==> src/hw/rtl/service_handle_table_defines.svh <==
// ----------------------------------------------------------------------------
// service handle table assertion macros
// shared property wrappers, clocked on clk and disabled while rst_n is low
// ----------------------------------------------------------------------------
`ifndef SERVICE_HANDLE_TABLE_DEFINES_SVH
`define SERVICE_HANDLE_TABLE_DEFINES_SVH

// same-cycle implication
`define SHT_ASSERT_IMP(label, ante, cons, msg) \
  label: assert property (@(posedge clk) disable iff (!rst_n) (ante) |-> (cons)) \
    else $error(msg);

// next-cycle implication
`define SHT_ASSERT_NXT(label, ante, cons, msg) \
  label: assert property (@(posedge clk) disable iff (!rst_n) (ante) |=> (cons)) \
    else $error(msg);

`endif

==> src/hw/rtl/sht_pkg.sv <==
// ----------------------------------------------------------------------------
// sht_pkg
// widths, codes and shared types of the service handle table
// ----------------------------------------------------------------------------
package sht_pkg;

  localparam int SLOTS_DEF  = 256;

  localparam int IREF_W     = 32;
  localparam int HANDLE_W   = 32;
  localparam int SERVICE_W  = 64;
  localparam int CORE_W     = 8;
  localparam int CORE_OUT_W = 24;
  localparam int STATUS_W   = 3;

  localparam int IN_DATA_W  = HANDLE_W + SERVICE_W + IREF_W;
  localparam int OUT_DATA_W = IREF_W + CORE_OUT_W + HANDLE_W + SERVICE_W;

  localparam int CFG_ADDR_W = 3;
  localparam int CFG_DATA_W = 32;
  localparam logic REG_LOCAL_CORE = 1'b0;

  localparam logic OP_ALLOC  = 1'b0;
  localparam logic OP_LOOKUP = 1'b1;

  localparam logic [STATUS_W-1:0] ST_OK          = 3'd0;
  localparam logic [STATUS_W-1:0] ST_FULL        = 3'd1;
  localparam logic [STATUS_W-1:0] ST_WRONG_CORE  = 3'd2;
  localparam logic [STATUS_W-1:0] ST_EMPTY       = 3'd3;
  localparam logic [STATUS_W-1:0] ST_NULL_HANDLE = 3'd4;

  typedef struct packed {
    logic we;
    logic re;
  } mem_ctl_t;

endpackage

==> src/hw/rtl/sht_div.sv <==
// ----------------------------------------------------------------------------
// sht_div
// divides a 32-bit value by the table depth with a reciprocal multiply
// ----------------------------------------------------------------------------
module sht_div #(
  parameter int SLOTS = sht_pkg::SLOTS_DEF,
  parameter int AW    = $clog2(SLOTS)
) (
  input  logic                       clk,
  input  logic                       rst_n,
  input  logic                       start,
  input  logic [sht_pkg::IREF_W-1:0] dividend,
  output logic [sht_pkg::IREF_W-1:0] quot,
  output logic [AW-1:0]              rem,
  output logic                       done
);

  localparam int W  = sht_pkg::IREF_W;
  localparam int PW = 2 * W;
  // floor(2^32 / depth), the quotient estimate is low by at most one
  localparam logic [PW-1:0] RECIP_WIDE = (PW'(1) << W) / PW'(SLOTS);
  localparam logic [W-1:0]  RECIP      = RECIP_WIDE[W-1:0];
  localparam logic [W-1:0]  DIVISOR    = W'(SLOTS);

  logic [W-1:0]  t_r;
  logic [PW-1:0] prod_r;
  logic [W-1:0]  q_r, q_nxt;
  logic [W-1:0]  r_r, r_nxt;
  logic [2:0]    step_r;
  logic          done_r;

  // step 1: estimate and partial remainder, step 2: one correction
  always_comb begin
    q_nxt = q_r;
    r_nxt = r_r;
    if (step_r[1]) begin
      q_nxt = prod_r[PW-1:W];
      r_nxt = t_r - prod_r[PW-1:W] * DIVISOR;
    end else if (step_r[2] && (r_r >= DIVISOR)) begin
      q_nxt = q_r + W'(1);
      r_nxt = r_r - DIVISOR;
    end
  end

  always_ff @(posedge clk) begin
    if (!rst_n) begin
      step_r <= '0;
      done_r <= 1'b0;
    end else begin
      step_r <= {step_r[1:0], start};
      done_r <= step_r[2];
    end
  end

  always_ff @(posedge clk) begin
    if (start) begin
      t_r <= dividend;
    end
    if (step_r[0]) begin
      prod_r <= {{W{1'b0}}, t_r} * {{W{1'b0}}, RECIP};
    end
    q_r <= q_nxt;
    r_r <= r_nxt;
  end

  assign quot = q_r;
  assign rem  = r_r[AW-1:0];
  assign done = done_r;

endmodule

==> config.mk <==
export PLATFORM = sky130hd
export DESIGN_NAME = sht_div
export DESIGN_NICKNAME = d
export VERILOG_FILES = /design/src/hw/rtl/service_handle_table_defines.svh /design/src/hw/rtl/sht_pkg.sv /design/src/hw/rtl/sht_div.sv
export SDC_FILE = /design/constraint.sdc
export NUM_CORES = 1
export LEC_CHECK = 0
export BUFFER_PORTS_ARGS = -buffer_cell sky130_fd_sc_hd__buf_2
export CORE_MARGIN = 3
export CORE_UTILIZATION = 40
export DETAILED_ROUTE_END_ITERATION = 10
export SLEW_MARGIN = 20
export SYNTH_ARGS = -nofsm -noshare
export SYNTH_HDL_FRONTEND = slang
export SYNTH_SLANG_ARGS = --single-unit
==> constraint.sdc <==
create_clock -name clk -period 5.45 [get_ports clk]
set_input_delay 0.545 -clock clk [delete_from_list [all_inputs] [get_ports clk]]
set_output_delay 0.545 -clock clk [all_outputs]
set_load 0.03 [all_outputs]
After elaboration in Yosys (flattened, before gate mapping)
Index checks and enable logic that the tools add are counted.
- latch bits: 0
- memory bits (writable): 0
- input port bits: 35
- memories: 0
- register bits after elaboration: 132
- memory bits (read-only): 0
- output and inout bits: 41
- logic and storage cells: 17
- bitwise gates (word level): 0
- magnitude comparators: 1
- shifts and indexed selects: 0
- reduce and logical (&&, ||, !) cells: 2
- divide/modulo/power cells: 0
- add/subtract/negate cells: 3
- $mul: 0
- eq/ne operators: 0
- muxes and demuxes: 4
- operators with widths (operator ; number):
    $mux 32 ; 3
    $add 32x1->32 const B ; 1
    $ge 32x9->1 const B ; 1
    $sub 32x32->32 ; 1
    $sub 32x9->32 const B ; 1
    $mux 24 ; 1
    $reduce_bool 2->1 ; 1
    $logic_and 1x1->1 ; 1

Logic depth before layout (Yosys ltp)
Gate-level depths: netlist of the first run.
- word-level depth: 4
- gate-level depth with buffers: 11
- mapped depth without buffers: 11

Worst setup path after synthesis of the first run
OpenSTA, ideal clock, no wires.
- kind: register -> register
- from: reg r_r[19]
- to: reg q_r[0], in the netlist quot[0] (enable)
- required time: 4.814 ns
- data arrival time: 2.798 ns
- slack: 2.016 ns
- cell stages (with the launch flop): 6
- path buffers: 1
- cell sequence: edfxtp_1 or4_4 or4_4 buf_6 o41ai_1 nand2_1
- cells in the longest elaborated chain, start to end: 3
- ends and longest elaborated chain (what ; line ; text):
    from (decl) ; sht_div.sv:28 ; logic [W-1:0] r_r, r_nxt;
    from (signal assigned) ; sht_div.sv:63 ; r_r <= r_nxt;
    $ge 32x9->1 ; sht_div.sv:39 ; end else if (step_r[2] && (r_r >= DIVISOR)) begin
    $logic_and 1x1->1 ; sht_div.sv:39 ;
    $reduce_bool 2->1 (no source line) ; -- ;
    to (signal assigned) ; sht_div.sv:62 ; q_r <= q_nxt;
    to (decl) ; sht_div.sv:27 ; logic [W-1:0] q_r, q_nxt;
No other way between the ends.
A chain may end at the register's enable or synchronous reset.

Final worst setup path of the first run
- from: reg r_r[26]
- to: reg q_r[3], in the netlist quot[3] (enable)
Same word-level chain as after synthesis.

==> results.cfg, run 1 <==
[grt]
grt_pass1_wl_um = 24500
globalRouteTotalUtil_pct = 17.4
grt_pass1_vias = 4664
antenna_found_initial = 0
grt_overflow = 0
grt_max_degree = 102

[hold_path]
hold_start = dividend[2]
min_path_cells = 1
holdPathEnd = t_r[2]
hold_class = in -> reg

[cts]
ctsHoldBuffers = 0
clk_latency_ps = 420
h-tree-depth = 4
post_cts_buffers = 0
cts_sinks = 124
ctsResizeCount = 0
cts_root_buf = clkbuf_16
cts_tree = built
ctsLongestPathBuffers = 2
cts_made_buffers = 17
cts.clk_slew.worst_paths_ps = 50

[yosys]
synth_seq_cells = 124
yosysTopAreaCellShare_pct = 54.3
async_flop_share_pct = 0
synth_ff_type = edfxtp_1
synthDistinctLibCells = 59
netlist_top_cells_count = edfxtp_1, nand2_1, o21ai_0
ys_seq_area_share_pct = 55.5
synth_fp_nets = 659
yosysMostFrequentCell = edfxtp_1
synth_top_cell_by_area = edfxtp_1
avgSynthCellArea_sq_um = 11.1
syn-instance-count = 597
synth_area_sq_um = 6640
synth_area_leaders = edfxtp_1, ha_1, xnor2_1
synth_edf_count = 120
yosysWarningCount = 0

[sta]
hold_violations = 0
fin_setup_tns_ps = 0
whs_ps = 297
rsz0062_at_grt = false
period_share_pct = 57.2
finClkSkew_ps = 5.23
worstMarginPinSlew_ps = 981
fmax_ghz = 0.321
setup_viol = 0
period_needed_ps = 3120
slew_viol_final = 0
max_slew_margin_pct = 34.6

[place]
io_buffers = 75
gp_congestion = 0.874
hpwl_um = 10900

[routing]
ant_nets = 0
drtIter0Drc = 508
drtPass1Iterations = 5
route.detailed.drc = 0
wl_um = 14900
wl_per_cell_um = 16.7
viasPerCell = 5.28
num_vias = 4707

[power]
seq_power_share_pct = 43.6
ir_drop_mv = 0.221
power_frac_clock_pct = 43.5
internal_power_w = 0.00201
p_sw_w = 0.000665
sw_frac_of_total_pct = 24.9
p_leak_nw = 2.88
pwr-share-comb_pct = 12.9
pwr_density_cell_nw_per_um2 = 344

[cells_and_area]
num_antenna_cells = 0
nNetsFinal = 725
syn_to_final_growth_pct = 17.0
drive_gt1_share_pct = 17.9
final_core_util_pct = 48.3

[setup_path]
reg2reg_to = quot[3]
cp_max_fo = 30
cp-end-kind = flip-flop
path_class = reg -> reg
ff2ff_path_depth = 7
cp.arrival_ps = 3250
worstPathRequired_ps = 5580
r2r-start = r_r[26]
crit_path_start_kind = flip-flop
regToRegSetupSlack_ps = 2330

[die]
io_pins = 76
initial_core_util_pct = 41.3
die_area_sq_um = 18200
core_sq_um = 16100
die_x_um = 135
num_rows = 46
die_y_um = 135

[run_status]
status = finished clean

[flow_run]
cap_violations = 0
how the worst max path moves through the flow:
stage                           to  slack, ps     from
after floorplan            quot[0]       2020  r_r[19]
after global placement     quot[5]       2350   r_r[3]
after detailed placement   quot[5]       2300   r_r[3]
after CTS                 quot[16]       2280   r_r[3]
after global routing       quot[5]       2070   r_r[3]
final                      quot[3]       2330  r_r[26]
layout by cell type, fill, tap and decap left out, types with 3 or more instances in the layout:
cell type	netlist	layout
edfxtp_1	120	120
buf_2	0	75
nand2_1	65	64
o21ai_0	46	46
inv_1	36	36
xnor2_1	36	36
nor2_1	32	32
xor2_1	31	31
a21oi_1	29	29
ha_1	26	26
nand3_1	17	17
and2_1	17	17
clkbuf_16	0	17
nor3_1	15	15
nand4_1	12	12
nor4_1	7	7
or3_1	6	6
clkinv_2	0	5
a21o_1	4	4
mux2i_1	4	4
and3_1	4	4
bufinv_16	0	4
o22ai_1	3	3
a211oi_1	3	3
nand2b_1	3	3
buf_4	8	3
through the flow:
step / power, W / setup WS (ps) / std cells / instance area, sq um
after global placement: 0.00152 / 2350 / 860 / 7150
after global routing: 0.00279 / 2070 / 892 / 7760
final: 0.00267 / 2330 / 892 / 7760
after CTS: 0.00270 / 2280 / 892 / 7760
after detailed placement: 0.00153 / 2300 / 860 / 7150
after floorplan: 0.00142 / 2020 / 597 / 6640
critical path, stage by stage, from the launching register on:
cell      delay (ps)
edfxtp_1         400
or3_1            470
or4_1            460
nor2_1           170
o41ai_1          110
o41ai_1          310
nand2_2          450
buf_4            440
registers in the layout, summed over array words and instances (netlist names):
| signal | cells |
|---|---|
| quot | 32 |
| r_r | 32 |
| t_r | 32 |
| prod_r | 24 |
| step_r | 3 |
| done | 1 |
power by group through the flow:
stage | clock network [W] | logic, W | registers [W]
after global routing | 0.00123 | 0.000382 | 0.00117
after CTS | 0.00119 | 0.000343 | 0.00117
after detailed placement | 0 | 0.000341 | 0.00119
after floorplan | 0 | 0.000227 | 0.00119
final | 0.00116 | 0.000344 | 0.00117
after global placement | 0 | 0.000336 | 0.00118
cells by family after synthesis:
| family | Yosys count | share of synthesized area (%) |
|---|---|---|
| compound gates | 111 | 10.1 |
| xor+xnor | 67 | 8.84 |
| fa+ha+maj | 27 | 5.20 |
| buf+inv | 67 | 4.36 |
| flops | 124 | 55.5 |
| simple gates | 196 | 15.2 |
| mux | 5 | 0.773 |
cell type report:
cell class | count | area (sq um)
Fill cell | 1483 | 8300
Tap cell | 216 | 270
Timing Repair Buffer | 78 | 398
Clock buffer | 18 | 429
Multi-Input combinational cell | 406 | 2670
Clock inverter | 14 | 176
Inverter | 36 | 135
Sequential cell | 124 | 3690
per-layer routing:
layer | track usage [%] | part of all wire [%]
met1 | 24.8 | 48
met2 | 25.1 | 44
met3 | 4.69 | 6.2
met4 | 7.41 | 2.0
met5 | 0 | 0
Power figures use the tool's default switching activity.
==> inputs of run 2 (changes only) <==
==> constraint.sdc (replaced) <==
create_clock -name clk -period 2.8 [get_ports clk]
set_input_delay 0.28 -clock clk [delete_from_list [all_inputs] [get_ports clk]]
set_output_delay 0.28 -clock clk [all_outputs]
set_load 0.03 [all_outputs]
==> run 2 against run 1 <==
  * Clock power up 88%
  * Worst hold slack worse by 270 ps
  * Sequential power up 94%
  * First-iteration DRC count down 45%
  * Maximum frequency up 14%
  * Critical path depth up 5
  * Register-to-register slack worse by 2300 ps
==> results.cfg, run 2 (synthesis results as in run 1) <==
[power]
internal_power_w = 0.00384
p_leak_nw = 2.94
p_total_w = 0.00515
power_frac_clock_pct = 42.3
pwr_density_cell_nw_per_um2 = 651
sw_frac_of_total_pct = 25.4
ir_drop_mv = 0.429
pwr-share-comb_pct = 13.7
p_sw_w = 0.00131
seq_power_share_pct = 44.0

[sta]
rsz0062_at_grt = true
finClkSkew_ps = 6.16
whs_ps = 31.5
max_slew_margin_pct = 48.1
setup_ws_ps = 70.9
period_needed_ps = 2730
setup_viol = 0
worstMarginPinSlew_ps = 779
period_share_pct = 97.5
hold_violations = 0
slew_viol_final = 0
fmax_ghz = 0.366

[cells_and_area]
num_antenna_cells = 0
final_core_util_pct = 49.3
final_common_cell = edfxtp_1
mostFrequentLayoutCells = edfxtp_1, buf_2, nand2_1
drive_gt1_share_pct = 21.0
finish.instance_area_sq_um = 7910
syn_to_final_growth_pct = 19.2
nNetsFinal = 739

[setup_path]
cp-end-kind = flip-flop
path_class = reg -> reg
cp_max_fo = 3
worstPathRequired_ps = 2940
cp.arrival_ps = 2870
crit_path_start_kind = flip-flop
regToRegSetupSlack_ps = 70
reg2reg_to = r_r[26]
ff2ff_path_depth = 12
r2r-start = t_r[8]

[grt]
antenna_found_initial = 0
globalRouteTotalUtil_pct = 16.3
grt_pass1_vias = 4595
grt_pass1_wl_um = 23100
grt_max_degree = 44
grt_overflow = 0

[place]
gp_congestion = 0.827
placed_area_sq_um = 7250
hpwl_um = 10300
place_ws_ps = -101
io_buffers = 75

[routing]
wl_per_cell_um = 16.0
drtIter0Drc = 277
wl_um = 14500
route.detailed.drc = 0
viasPerCell = 5.13
ant_nets = 0
num_vias = 4644
drtPass1Iterations = 5

[flow_run]
cap_violations = 0

[cts]
cts_sinks = 124
cts.clk_slew.worst_paths_ps = 60
cts_tree = built
h-tree-depth = 4
ctsLongestPathBuffers = 2
cts_made_buffers = 17
cts_root_buf = clkbuf_16
clk_latency_ps = 420
ctsHoldBuffers = 0

[hold_path]
hold_start = dividend[23]
hold_class = in -> reg
min_path_cells = 1
holdPathEnd = t_r[23]

[die]
die_area_sq_um = 18200
die_x_um = 135
num_rows = 46
initial_core_util_pct = 41.3
core_sq_um = 16100
io_pins = 76
die_y_um = 135

[run_status]
status = finished clean
==> run 2: cell count changes in the layout (fill, tap and decap cells not counted), moves of 2 or more <==
| cell | delta |
|---|---|
| buf_4 | +14 |
| a21oi_1 | -2 |
| inv_1 | -2 |
| inv_2 | +2 |
==> run 2: power by group through the flow <==
stage | Combinational (W) | Sequential [W] | Clock [W]
6_report | 0.000708 | 0.00227 | 0.00218
3_5_place_dp | 0.000667 | 0.00230 | 0
4_1_cts | 0.000681 | 0.00227 | 0.00222
3_3_place_gp | 0.000662 | 0.00230 | 0
5_1_grt | 0.000786 | 0.00228 | 0.00231
2_1_floorplan | 0.000443 | 0.00231 | 0
==> run 2: cell type report <==
cell class | instances | area [sq um]
Clock buffer | 18 | 429
Clock inverter | 14 | 153
Fill cell | 1450 | 8150
Inverter | 36 | 135
Multi-Input combinational cell | 406 | 2740
Sequential cell | 124 | 3680
Tap cell | 216 | 270
Timing Repair Buffer | 92 | 503
==> run 2: what timing repair did <==
item	4_1_cts	5_1_grt
endpoints found under the setup margin	4	6
resized for setup	2	11
setup buffers	1	2
gates cloned	0	0
endpoints found under the hold margin	0	0
pin swaps	4	10
==> run 2: worst max-delay path, stage by stage (launching register included) <==
cell and delay [ps]:
edfxtp_1 410, inv_2 90, ha_4 130, inv_2 40
fa_2 380, a21oi_4 150, o22ai_2 80, a211oi_2 250
buf_4 150, o211ai_1 170, a311oi_1 350, xnor2_1 150
mux2i_1 90
==> run 2: how the worst max path moves through the flow <==
stage          startpoint      end  slack, ps  cells past startpoint
3_5_place_dp       t_r[8]  r_r[26]       -100                     12
3_3_place_gp       t_r[8]  r_r[26]        -20                     12
4_1_cts            t_r[8]  r_r[26]         10                     12
6_report           t_r[8]  r_r[26]         70                     12
2_1_floorplan     r_r[19]  quot[0]        150                      5
5_1_grt        prod_r[43]  r_r[29]        -70                      9
==> run 2: metrics by stage <==
| step | cells | TNS [ps] |
|---|---|---|
| floorplan | 597 | 0 |
| global placement | 871 | -17.5 |
| detailed placement | 871 | -102 |
| CTS | 904 | 0 |
| global route | 906 | -98.5 |
| finish | 906 | 0 |
==> run 2: per-layer routing <==
| metal | share of wire [%] | GRT usage [%] | wire (um) | vias up |
|---|---|---|---|---|
| li1 | - | - | - | 2321 |
| met1 | 47 | 23.1 | 6860 | 2191 |
| met2 | 46 | 24.4 | 6630 | 106 |
| met3 | 4.8 | 3.54 | 696 | 26 |
| met4 | 2.1 | 6.50 | 300 | 0 |
| met5 | 0 | 0 | 0 | - |
